[src/hw/rtl/sprp_pkg.sv]
// sprp_pkg: shared constants, register index codes and the job record
// passed from the match front end to the emit back end.
// No dependencies.
package sprp_pkg;

   localparam int MAX_PATTERN_BYTES     = 8;
   localparam int MAX_REPLACEMENT_BYTES = 8;
   localparam int JOB_BYTES             = (MAX_PATTERN_BYTES > MAX_REPLACEMENT_BYTES) ?
                                          MAX_PATTERN_BYTES : MAX_REPLACEMENT_BYTES;
   localparam int LEN_W                 = 4;
   localparam int LANE_W                = $clog2(JOB_BYTES);
   localparam int WIN_IDX_W             = $clog2(MAX_PATTERN_BYTES);
   localparam int QUEUE_DEPTH           = 4;
   localparam int QPTR_W                = $clog2(QUEUE_DEPTH);
   localparam int QCNT_W                = $clog2(QUEUE_DEPTH + 1);

   typedef enum logic [1:0] {
      CSR_SEARCH_PATTERN     = 2'd0,
      CSR_PATTERN_LENGTH     = 2'd1,
      CSR_REPLACEMENT_TEXT   = 2'd2,
      CSR_REPLACEMENT_LENGTH = 2'd3
   } csr_index_type;

   // one input beat's worth of output: num bytes from data, or a bare end marker
   typedef struct packed {
      logic [JOB_BYTES-1:0][7:0] data;
      logic [LEN_W-1:0]          num;
      logic                      stream_end;
   } job_type;

endpackage

[src/hw/rtl/stream_pattern_replace.sv]
// stream_pattern_replace: streaming find-and-replace, pattern and replacement up to 8 bytes.
// Results of an accepted byte are written into the job queue and offered once they reach its head.
// Throughput: one result beat per cycle while rsp_stall is low; one byte per cycle while each byte
// yields at most one result. A byte that yields several results holds the emit side until all are taken; a 4-entry job
// queue lets the match side keep accepting meanwhile.
// Reset clears configuration to zero, empties the window and the job queue.
module stream_pattern_replace (
   input  logic        clock,
   input  logic        reset,
   input  logic        req_valid,
   output logic        req_stall,
   input  logic [7:0]  req_in_byte,
   input  logic        req_end_of_input,
   output logic        rsp_valid,
   input  logic        rsp_stall,
   output logic [7:0]  rsp_out_byte,
   output logic        rsp_byte_present,
   output logic        rsp_last_of_run,
   output logic        rsp_stream_done,
   input  logic        csr_valid,
   output logic        csr_ready,
   input  logic [1:0]  csr_index,
   input  logic [63:0] csr_data
);
   import sprp_pkg::*;

   job_type push_job, head;
   logic    push, pop, q_full, q_empty;

   sprp_front u_front (
      .clock            (clock),
      .reset            (reset),
      .req_valid        (req_valid),
      .req_stall        (req_stall),
      .req_in_byte      (req_in_byte),
      .req_end_of_input (req_end_of_input),
      .csr_valid        (csr_valid),
      .csr_ready        (csr_ready),
      .csr_index        (csr_index),
      .csr_data         (csr_data),
      .q_full           (q_full),
      .push             (push),
      .job              (push_job)
   );

   sprp_queue u_queue (
      .clock    (clock),
      .reset    (reset),
      .push     (push),
      .push_job (push_job),
      .pop      (pop),
      .head     (head),
      .full     (q_full),
      .empty    (q_empty)
   );

   sprp_back u_back (
      .clock            (clock),
      .reset            (reset),
      .head             (head),
      .empty            (q_empty),
      .pop              (pop),
      .rsp_valid        (rsp_valid),
      .rsp_stall        (rsp_stall),
      .rsp_out_byte     (rsp_out_byte),
      .rsp_byte_present (rsp_byte_present),
      .rsp_last_of_run  (rsp_last_of_run),
      .rsp_stream_done  (rsp_stream_done)
   );

`ifndef SYNTHESIS
   a_bare_marker_ends_stream: assert property (@(posedge clock) disable iff (reset)
      rsp_valid && !rsp_byte_present |-> rsp_last_of_run && rsp_stream_done && rsp_out_byte == 8'h00)
      else $error("bare end marker without run and stream end");

   a_done_is_last: assert property (@(posedge clock) disable iff (reset)
      rsp_valid && rsp_stream_done |-> rsp_last_of_run)
      else $error("stream end on a beat that is not last of its run");

   a_idle_after_reset: assert property (@(posedge clock)
      $past(reset) |-> !rsp_valid && !req_stall)
      else $error("queue not empty after reset");

   a_no_push_when_full: assert property (@(posedge clock) disable iff (reset)
      q_full |-> !push)
      else $error("job pushed into a full queue");
`endif

endmodule

[src/hw/rtl/sprp_front.sv]
// sprp_front: configuration registers, match window and per-beat classification.
// Produces one job record per input beat that yields output.
// Depends on sprp_pkg.
module sprp_front (
   input  logic                  clock,
   input  logic                  reset,
   input  logic                  req_valid,
   output logic                  req_stall,
   input  logic [7:0]            req_in_byte,
   input  logic                  req_end_of_input,
   input  logic                  csr_valid,
   output logic                  csr_ready,
   input  logic [1:0]            csr_index,
   input  logic [63:0]           csr_data,
   input  logic                  q_full,
   output logic                  push,
   output sprp_pkg::job_type     job
);
   import sprp_pkg::*;

   logic [63:0]                         pat_ff, repl_ff;
   logic [LEN_W-1:0]                    plen_ff, rlen_ff;
   logic [WIN_IDX_W-1:0]                cnt_ff, cnt_in;
   logic [MAX_PATTERN_BYTES-1:0][7:0]   win_ff, win_in;

   logic                                accept;
   logic [WIN_IDX_W-1:0]                eff_cnt;
   logic [LEN_W-1:0]                    cnt_app;
   logic [MAX_PATTERN_BYTES-1:0][7:0]   win_app, win_sh;
   logic                                full, hit;
   logic [LEN_W-1:0]                    sat_len;

   assign csr_ready = 1'b1;
   assign req_stall = q_full;
   assign accept    = req_valid & ~q_full;

   assign sat_len = (csr_data[LEN_W-1:0] > LEN_W'(MAX_PATTERN_BYTES)) ?
                    LEN_W'(MAX_PATTERN_BYTES) : csr_data[LEN_W-1:0];

   always_comb begin
      eff_cnt = ({1'b0, cnt_ff} >= plen_ff) ? '0 : cnt_ff;
      cnt_app = LEN_W'({1'b0, eff_cnt}) + LEN_W'(1);
      for (int i = 0; i < MAX_PATTERN_BYTES; i++) begin
         win_app[i] = (WIN_IDX_W'(i) == eff_cnt) ? req_in_byte : win_ff[i];
      end
      for (int i = 0; i < MAX_PATTERN_BYTES; i++) begin
         win_sh[i] = (i < MAX_PATTERN_BYTES - 1) ? win_app[(i + 1) % MAX_PATTERN_BYTES]
                                                 : win_app[i];
      end
      full = (cnt_app == plen_ff);
      hit  = 1'b1;
      for (int i = 0; i < MAX_PATTERN_BYTES; i++) begin
         if ((LEN_W'(i) < plen_ff) && (win_app[i] != pat_ff[8*i +: 8])) hit = 1'b0;
      end
   end

   // window update and job build
   always_comb begin
      win_in         = win_ff;
      cnt_in         = cnt_ff;
      job.data       = '0;
      job.num        = '0;
      job.stream_end = req_end_of_input;
      if (plen_ff == '0) begin
         job.data[0] = req_in_byte;
         job.num     = LEN_W'(1);
      end else if (full && hit) begin
         job.data = repl_ff;
         job.num  = rlen_ff;
         win_in   = win_app;
         cnt_in   = '0;
      end else if (full) begin
         job.data = win_app;
         // on end of stream the whole window drains behind the oldest byte
         job.num  = req_end_of_input ? plen_ff : LEN_W'(1);
         win_in   = win_sh;
         cnt_in   = WIN_IDX_W'(plen_ff - LEN_W'(1));
      end else begin
         job.data = win_app;
         job.num  = req_end_of_input ? cnt_app : '0;
         win_in   = win_app;
         cnt_in   = WIN_IDX_W'(cnt_app);
      end
      if (req_end_of_input) cnt_in = '0;
   end

   assign push = accept & ((job.num != '0) | req_end_of_input);

   always_ff @(posedge clock) begin
      if (reset) begin
         pat_ff  <= '0;
         repl_ff <= '0;
         plen_ff <= '0;
         rlen_ff <= '0;
         cnt_ff  <= '0;
      end else begin
         if (accept && plen_ff != '0) cnt_ff <= cnt_in;
         if (csr_valid) begin
            unique case (csr_index_type'(csr_index))
               CSR_SEARCH_PATTERN:     pat_ff  <= csr_data;
               CSR_PATTERN_LENGTH: begin
                  plen_ff <= sat_len;
                  cnt_ff  <= '0;
               end
               CSR_REPLACEMENT_TEXT:   repl_ff <= csr_data;
               CSR_REPLACEMENT_LENGTH: rlen_ff <= (csr_data[LEN_W-1:0] >
                                                   LEN_W'(MAX_REPLACEMENT_BYTES)) ?
                                                  LEN_W'(MAX_REPLACEMENT_BYTES) :
                                                  csr_data[LEN_W-1:0];
               default:                pat_ff  <= pat_ff;
            endcase
         end
      end
   end

   always_ff @(posedge clock) begin
      if (accept && plen_ff != '0) win_ff <= win_in;
   end

endmodule

[src/hw/rtl/sprp_queue.sv]
// sprp_queue: small register queue of job records between front and back end.
// Depends on sprp_pkg.
module sprp_queue (
   input  logic               clock,
   input  logic               reset,
   input  logic               push,
   input  sprp_pkg::job_type  push_job,
   input  logic               pop,
   output sprp_pkg::job_type  head,
   output logic               full,
   output logic               empty
);
   import sprp_pkg::*;

   job_type             mem [QUEUE_DEPTH];
   logic [QPTR_W-1:0]   wr_ff, rd_ff;
   logic [QCNT_W-1:0]   cnt_ff;

   assign full  = (cnt_ff == QCNT_W'(QUEUE_DEPTH));
   assign empty = (cnt_ff == '0);
   assign head  = mem[rd_ff];

   always_ff @(posedge clock) begin
      if (reset) begin
         wr_ff  <= '0;
         rd_ff  <= '0;
         cnt_ff <= '0;
      end else begin
         if (push) wr_ff <= wr_ff + QPTR_W'(1);
         if (pop)  rd_ff <= rd_ff + QPTR_W'(1);
         if (push && !pop)      cnt_ff <= cnt_ff + QCNT_W'(1);
         else if (!push && pop) cnt_ff <= cnt_ff - QCNT_W'(1);
      end
   end

   always_ff @(posedge clock) begin
      if (push) mem[wr_ff] <= push_job;
   end

endmodule

[src/hw/rtl/sprp_back.sv]
// sprp_back: walks the head job one output beat per cycle while rsp_stall is low and marks run/stream ends.
// Depends on sprp_pkg.
module sprp_back (
   input  logic               clock,
   input  logic               reset,
   input  sprp_pkg::job_type  head,
   input  logic               empty,
   output logic               pop,
   output logic               rsp_valid,
   input  logic               rsp_stall,
   output logic [7:0]         rsp_out_byte,
   output logic               rsp_byte_present,
   output logic               rsp_last_of_run,
   output logic               rsp_stream_done
);
   import sprp_pkg::*;

   logic [LANE_W-1:0] idx_ff, idx_in;
   logic              beat;

   assign rsp_valid        = ~empty;
   assign rsp_byte_present = (head.num != '0);
   assign rsp_out_byte     = rsp_byte_present ? head.data[idx_ff] : 8'h00;
   assign rsp_last_of_run  = ~rsp_byte_present |
                             (LEN_W'({1'b0, idx_ff}) + LEN_W'(1) == head.num);
   assign rsp_stream_done  = rsp_last_of_run & head.stream_end;

   assign beat   = rsp_valid & ~rsp_stall;
   assign pop    = beat & rsp_last_of_run;
   assign idx_in = rsp_last_of_run ? '0 : idx_ff + LANE_W'(1);

   always_ff @(posedge clock) begin
      if (reset) begin
         idx_ff <= '0;
      end else if (beat) begin
         idx_ff <= idx_in;
      end
   end

endmodule
[config.mk]
export PLATFORM = sky130hd
export DESIGN_NAME = stream_pattern_replace
export DESIGN_NICKNAME = d
export VERILOG_FILES = /design/src/hw/rtl/sprp_pkg.sv /design/src/hw/rtl/stream_pattern_replace.sv /design/src/hw/rtl/sprp_front.sv /design/src/hw/rtl/sprp_queue.sv /design/src/hw/rtl/sprp_back.sv
export SDC_FILE = /design/constraint.sdc
export NUM_CORES = 1
export LEC_CHECK = 0
export BUFFER_PORTS_ARGS = -buffer_cell sky130_fd_sc_hd__buf_2
export CORE_ASPECT_RATIO = 1.1
export CORE_UTILIZATION = 62
export DETAILED_ROUTE_END_ITERATION = 10
export PLACE_DENSITY = 0.77
export SETUP_SLACK_MARGIN = 0.2
export SLEW_MARGIN = 20
export SYNTH_ARGS = -nofsm -noshare
export SYNTH_HDL_FRONTEND = slang
export SYNTH_HIERARCHICAL = 1
export SYNTH_SLANG_ARGS = --single-unit
[constraint.sdc]
create_clock -name clock -period 7.6 [get_ports clock]
set_input_delay 0.76 -clock clock [delete_from_list [all_inputs] [get_ports clock]]
set_output_delay 0.76 -clock clock [all_outputs]
set_load 0.01 [all_outputs]
==> impl_metrics.py, run 1 <==
metrics = {
    "worst_setup_path": {
        "critPathBufInv": 4,
        "cp_max_fo": 19,
        "critPathCaptureType": "flip-flop",
        "critical_path.slowest_cell": "ha_2",
        "r2r_start": "u_front/cnt_ff[0]",
        "worstPathArrival_ps": 7290,
        "start_kind": "flip-flop",
        "slowest_delay_ps": 510,
        "cp_data_required_time_ps": 8100,
        "worstSetupPathType": "reg2reg",
        "crit_family": "compound AO/OA/AOI/OAI gates",
        "startpoint": "u_front/cnt_ff[0]",
    },
    "sta": {
        "max_slew_margin_pct": 22.0,
        "fmax_mhz": 147,
        "min_period_over_period_pct": 89.2,
        "skew_ps": 15.5,
        "finalSetupViolations": 0,
        "holdWs_ps": 424,
        "fin_ws_ps": 817,
        "finalSetupTns_ps": 0,
        "drv_slew": 0,
        "finalHoldViolations": 0,
        "min_period_ps": 6780,
        "worst_pin_slew_ps": 1160,
        "rsz0062_at_grt": "no",
    },
    "floorplanning": {
        "die_w_um": 186,
        "initial_core_util_pct": 63.3,
        "die_h_um": 204,
        "design.core.area_sq_um": 36400,
        "rows": 73,
        "top_level_ports": 94,
        "die_area_sq_um": 37900,
    },
    "cts": {
        "worstSkewPairLatency_ps": 580,
        "clock_path_buffers": 3,
        "htree_levels": 2,
        "cts.clk_slew.worst_paths_ps": 60,
        "cts_setup_buffers": 0,
        "ctsHoldBuffers": 0,
        "cts_root_buf": "clkbuf_16",
        "cts_buffers": 48,
        "cts_tree": "yes",
        "ctsResizeCount": 0,
        "clock_sinks": 491,
    },
    "grt": {
        "antenna_found_initial": 1,
        "grt_max_degree": 80,
        "grt_pass1_vias": 16200,
        "grt_pass1_wl_um": 97200,
        "overflow": 0,
        "track_usage_pct": 34.5,
    },
    "power": {
        "cellPowerDensity_nw_per_um2": 262,
        "irDropWorstVdd_mv": 0.208,
        "total_leakage_power_nw": 8.83,
        "p_total_mw": 6.67,
    },
    "place": {
        "placed_area_sq_um": 23800,
        "post-place-cells": 2439,
        "dp_hpwl_um": 41200,
        "pre_cts_slack_ps": 750,
        "io_buffers": 92,
        "place_congestion": 0.909,
    },
    "logic_synthesis": {
        "synthesis.instances": 1968,
        "synth_top_area_share_pct": 44.4,
        "ys_seq_area_share_pct": 57.5,
        "ys_types": 85,
        "synth_seq_cells": 491,
        "syn_area_sq_um": 23000,
        "yosys.area.top_type": "edfxtp_1",
        "synthTopCellsByCount": "nand2_1 (342), edfxtp_1 (340), a21oi_1 (177)",
        "yosysMostFrequentCell": "nand2_1",
        "synth_edf_count": 340,
        "post_synth.cell_area_avg_sq_um": 11.7,
        "synth_nets": 2066,
        "async_flop_share_pct": 0,
        "ys.warnings.count": 6,
        "synth_area_leaders": "edfxtp_1 (44%), dfxtp_1 (13%), mux4_2 (8.3%), nand2_1 (5.6%), a21oi_1 (3.9%)",
        "ys.flop_type": "edfxtp_1",
    },
    "routing": {
        "drtPass1Iterations": 5,
        "ant_nets": 0,
        "drt_iter0_markers": 2307,
        "wl_um": 63700,
        "viasPerCell": 6.59,
        "routedWlPerCell_um": 25.2,
        "vias": 16700,
        "route.detailed.drc": 0,
    },
    "min_path": {
        "worstHoldStart": "csr_data[48]",
        "hp-class": "in2reg",
    },
    "finish": {
        "drive_gt1_share_pct": 16.6,
        "fin_area_sq_um": 25400,
        "syn_to_final_growth_pct": 10.5,
        "final_nets": 2100,
        "layout.cells.non_filler": 2530,
        "utilization_pct": 69.9,
    },
    "job": {
        "cap_violations": 0,
    },
    "outcome": {
        "outcome": "completed",
    },
}
-- routing by layer --
metal	vias up	wire [um]	global-route usage, %
li1	7364	-	-
met1	8116	24700	48.2
met2	1039	30000	54.0
met3	156	6580	5.81
met4	0	2510	13.8
met5	-	0	0
-- power by group --
part / switching, mW / internal (mW) / leakage (nW)
registers: 0.117 / 3.11 / 4.37
clock network: 1.02 / 1.40 / 0.801
logic: 0.591 / 0.439 / 3.66
total: 1.72 / 4.94 / 8.83
-- cells by family after synthesis --
family,count (synthesis),share of synthesized area [%]
DFF,491,57.5
other,1,0.0163
buffers and inverters,190,3.70
xor gates and xnor gates,77,2.93
and+or+nand+nor,642,12.0
AOI/OAI and AO/OA,390,11.1
muxes,159,11.7
adders and majority gates,18,1.01
-- worst paths after layout --
kind,endpoint,slack [ps],cells past startpoint
max reg2reg,u_queue/cnt_ff[2],820,26
min reg2reg,u_front/repl_ff[49],460,2
min,u_front/pat_ff[48],420,3
max,u_queue/cnt_ff[2],820,26
-- worst reg2reg max path, stage by stage, from the launching register on --
cell,delay (ps)
dfxtp_1,400
inv_1,60
ha_1,260
nand2b_1,180
a211oi_1,300
o21ai_0,310
inv_1,190
ha_1,220
ha_2,510
mux2i_1,420
xnor2_1,110
nor4_1,330
nand2_1,220
o31a_1,360
a2111oi_2,330
o2111a_2,330
nand3_2,100
nor2_2,120
o41ai_1,90
a31oi_1,300
buf_4,230
ha_1,190
inv_1,60
fa_1,380
xor2_1,200
or3_1,340
a21oi_1,150
-- cells in the final DEF, fill, tap and decap left out, types with 7 or more instances in the layout --
| cell | instances |
|---|---|
| nor4_1 | 7 |
| xor2_1 | 32 |
| mux2_2 | 13 |
| buf_4 | 32 |
| o22ai_1 | 24 |
| mux2i_1 | 58 |
| buf_2 | 91 |
| nor3_1 | 50 |
| xnor2_1 | 45 |
| nand4_1 | 16 |
| nand2b_1 | 9 |
| a311oi_1 | 15 |
| nand3b_1 | 8 |
| nand3_1 | 21 |
| mux4_2 | 85 |
| nand2_1 | 342 |
| inv_1 | 44 |
| edfxtp_1 | 340 |
| clkbuf_1 | 14 |
| a31oi_1 | 16 |
| clkbuf_8 | 9 |
| o221ai_1 | 10 |
| o21ai_0 | 18 |
| o32ai_1 | 19 |
| clkbuf_16 | 51 |
| nor2b_1 | 9 |
| a21oi_1 | 176 |
| clkinv_2 | 8 |
| ha_1 | 16 |
| dfxtp_1 | 149 |
| o31ai_1 | 7 |
| nor2_1 | 145 |
| a211oi_1 | 46 |
-- sequential cells by signal, summed over array words and instances (netlist names), named ones only --
signal	count
u_back/idx_ff	3
u_front/cnt_ff	3
u_front/pat_ff	64
u_front/plen_ff	4
u_front/repl_ff	64
u_front/rlen_ff	4
u_front/win_ff	64
u_queue/cnt_ff	3
u_queue/mem	276
u_queue/rd_ff	2
u_queue/wr_ff	2
-- cell type report --
cell class	instances	area, sq um
Fill cell	2619	10900
Clock buffer	74	1450
Antenna cell	1	2.50
Inverter	45	169
Tap cell	487	609
Timing Repair Buffer	129	816
Sequential cell	491	13200
Clock inverter	16	163
Multi-Input combinational cell	1287	8960
Power figures use the tool's default switching activity.
==> run 2: changes to the inputs <==
CORE_MARGIN = 2   (was unset)
==> impl_metrics.py, run 2 (synthesis results as in run 1) <==
metrics = {
    "floorplanning": {
        "design.core.area_sq_um": 36900,
        "die_h_um": 206,
        "die_w_um": 188,
        "top_level_ports": 94,
        "initial_core_util_pct": 62.4,
        "rows": 74,
        "die_area_sq_um": 38700,
    },
    "sta": {
        "finalHoldViolations": 0,
        "holdWs_ps": 439,
        "worst_pin_slew_ps": 1150,
        "finalSetupTns_ps": 0,
        "finalSetupViolations": 0,
        "min_period_ps": 6750,
        "max_slew_margin_pct": 22.9,
        "rsz0062_at_grt": "no",
        "skew_ps": 23.0,
        "fmax_mhz": 148,
        "drv_slew": 0,
        "min_period_over_period_pct": 88.8,
    },
    "cts": {
        "clock_sinks": 491,
        "htree_levels": 2,
        "cts_buffers": 47,
        "cts_tree": "yes",
        "clock_path_buffers": 3,
        "worstSkewPairLatency_ps": 570,
        "cts_root_buf": "clkbuf_16",
        "cts.clk_slew.worst_paths_ps": 60,
    },
    "finish": {
        "final_nets": 2096,
        "regArea_sq_um": 13200,
        "drive_gt1_share_pct": 16.7,
        "num-fill-cells": 2665,
        "largest_reg_flops": 276,
        "syn_to_final_growth_pct": 10.3,
        "top_register": "u_queue/mem",
        "most-common-layout-cells": "nand2_1 (342), edfxtp_1 (340), a21oi_1 (176), dfxtp_1 (149), nor2_1 (145)",
        "final_common_cell": "nand2_1",
        "multiInputGateArea_sq_um": 8990,
    },
    "grt": {
        "grt_max_degree": 78,
        "grt_pass1_vias": 15800,
        "grt_pass1_wl_um": 93100,
        "overflow": 0,
        "antenna_found_initial": 3,
        "track_usage_pct": 31.6,
    },
    "min_path": {
        "worstHoldPathCells": 3,
        "hp-class": "in2reg",
        "worstHoldStart": "csr_data[17]",
        "hold_path_end": "u_front/repl_ff[17]",
    },
    "worst_setup_path": {
        "path_cells": "ha_1 -> nand2b_1 -> a211oi_1 -> o21ai_0 -> inv_1 -> ha_1 -> ha_2 -> mux2i_1 -> xnor2_1 -> nor4_1 -> nand2_1 -> o31a_1 -> a2111oi_2 -> o2111a_2 -> nand3_2 -> nor2_2 -> o41ai_1 -> a31oi_2 -> ha_1 -> inv_1 -> fa_1 -> xor2_1 -> or3_1 -> a21oi_1",
        "r2r-end": "u_queue/cnt_ff[2]",
        "cp_data_required_time_ps": 8100,
        "crit_family": "compound AO/OA/AOI/OAI gates",
        "rrSetupSlack_ps": 850,
        "cp_common_cell": "ha_1",
        "slowest_delay_ps": 490,
        "r2r_start": "u_front/plen_ff[0]",
        "worstPathArrival_ps": 7240,
        "cp_num_cells": 24,
        "start_kind": "flip-flop",
        "critPathCaptureType": "flip-flop",
        "critical_path.slowest_cell": "ha_2",
        "worstSetupPathType": "reg2reg",
        "reg2reg_depth": 24,
        "cp_max_fo": 20,
        "critPathBufInv": 2,
    },
    "routing": {
        "drtPass1Iterations": 8,
        "vias": 16600,
        "viasPerCell": 6.56,
        "routedWlPerCell_um": 24.2,
        "wl_um": 61400,
        "route.detailed.drc": 0,
        "drt_iter0_markers": 2017,
        "ant_nets": 0,
    },
    "place": {
        "dp_hpwl_um": 40300,
        "io_buffers": 92,
        "place_congestion": 0.923,
    },
    "power": {
        "total_leakage_power_nw": 8.77,
        "irDropWorstVdd_mv": 0.186,
        "cellPowerDensity_nw_per_um2": 261,
    },
    "job": {
        "cap_violations": 0,
    },
    "outcome": {
        "outcome": "completed",
    },
}
run 2: worst max-delay path by stage:
stage / end / from
detailed placement: u_queue/cnt_ff[2] / u_front/plen_ff[0]
global route: u_queue/cnt_ff[2] / u_front/cnt_ff[0]
finish: u_queue/cnt_ff[2] / u_front/plen_ff[0]
CTS: u_queue/cnt_ff[2] / u_front/plen_ff[0]
floorplan: u_queue/mem[0][0] / u_front/plen_ff[2]
global placement: u_queue/cnt_ff[2] / u_front/plen_ff[0]
run 2: metrics by stage:
step | area, sq um | power [mW] | worst slack [ps] | utilization (%) | cells
after floorplan | 23000 | 3.95 | 807 | - | 1968
after global placement | 23700 | 4.24 | 681 | 64.4 | 2443
after detailed placement | 23700 | 4.28 | 490 | 64.4 | 2443
after CTS | 25300 | 6.65 | 476 | 68.7 | 2530
after global routing | 25400 | 6.82 | 373 | 68.8 | 2531
final | 25400 | 6.61 | 851 | 68.8 | 2533
run 2: routing by layer:
layer	track usage [%]	vias to the layer above	wire, um
li1	-	7342	-
met1	42.3	8098	24000
met2	51.4	973	29000
met3	5.57	201	5620
met4	13.5	2	2720
met5	0	-	10
run 2: final cells by class:
class                   instances  share of cell area [%]
clock buffers                  69                    5.44
inverters                      45                   0.666
repair buffers                126                    2.98
well taps                     494                    2.44
flip-flops and latches        491                    52.2
clock inverters                18                   0.804
diodes                          3                  0.0296
multi-input cells            1287                    35.5
run 2: power by group:
part / internal [mW] / total (mW) / switching [mW]
combinational: 0.433 / 1.00 / 0.571
clock: 1.37 / 2.38 / 1.01
sequential: 3.11 / 3.22 / 0.114
run 2: worst min-delay path: cells and delay by family:
kind,cells,cell delay [ps]
AO/OA/AOI/OAI,1,50
buffers and inverters,1,110
AND/OR/NAND/NOR,1,50
run 2: timing repair:
action                                  in CTS  in global routing
hold buffers                                 0                  0
gates resized for setup                      0                  2
hold endpoints to repair                     0                  0
buffers inserted                             0                  0
endpoints found under the setup margin       0                162
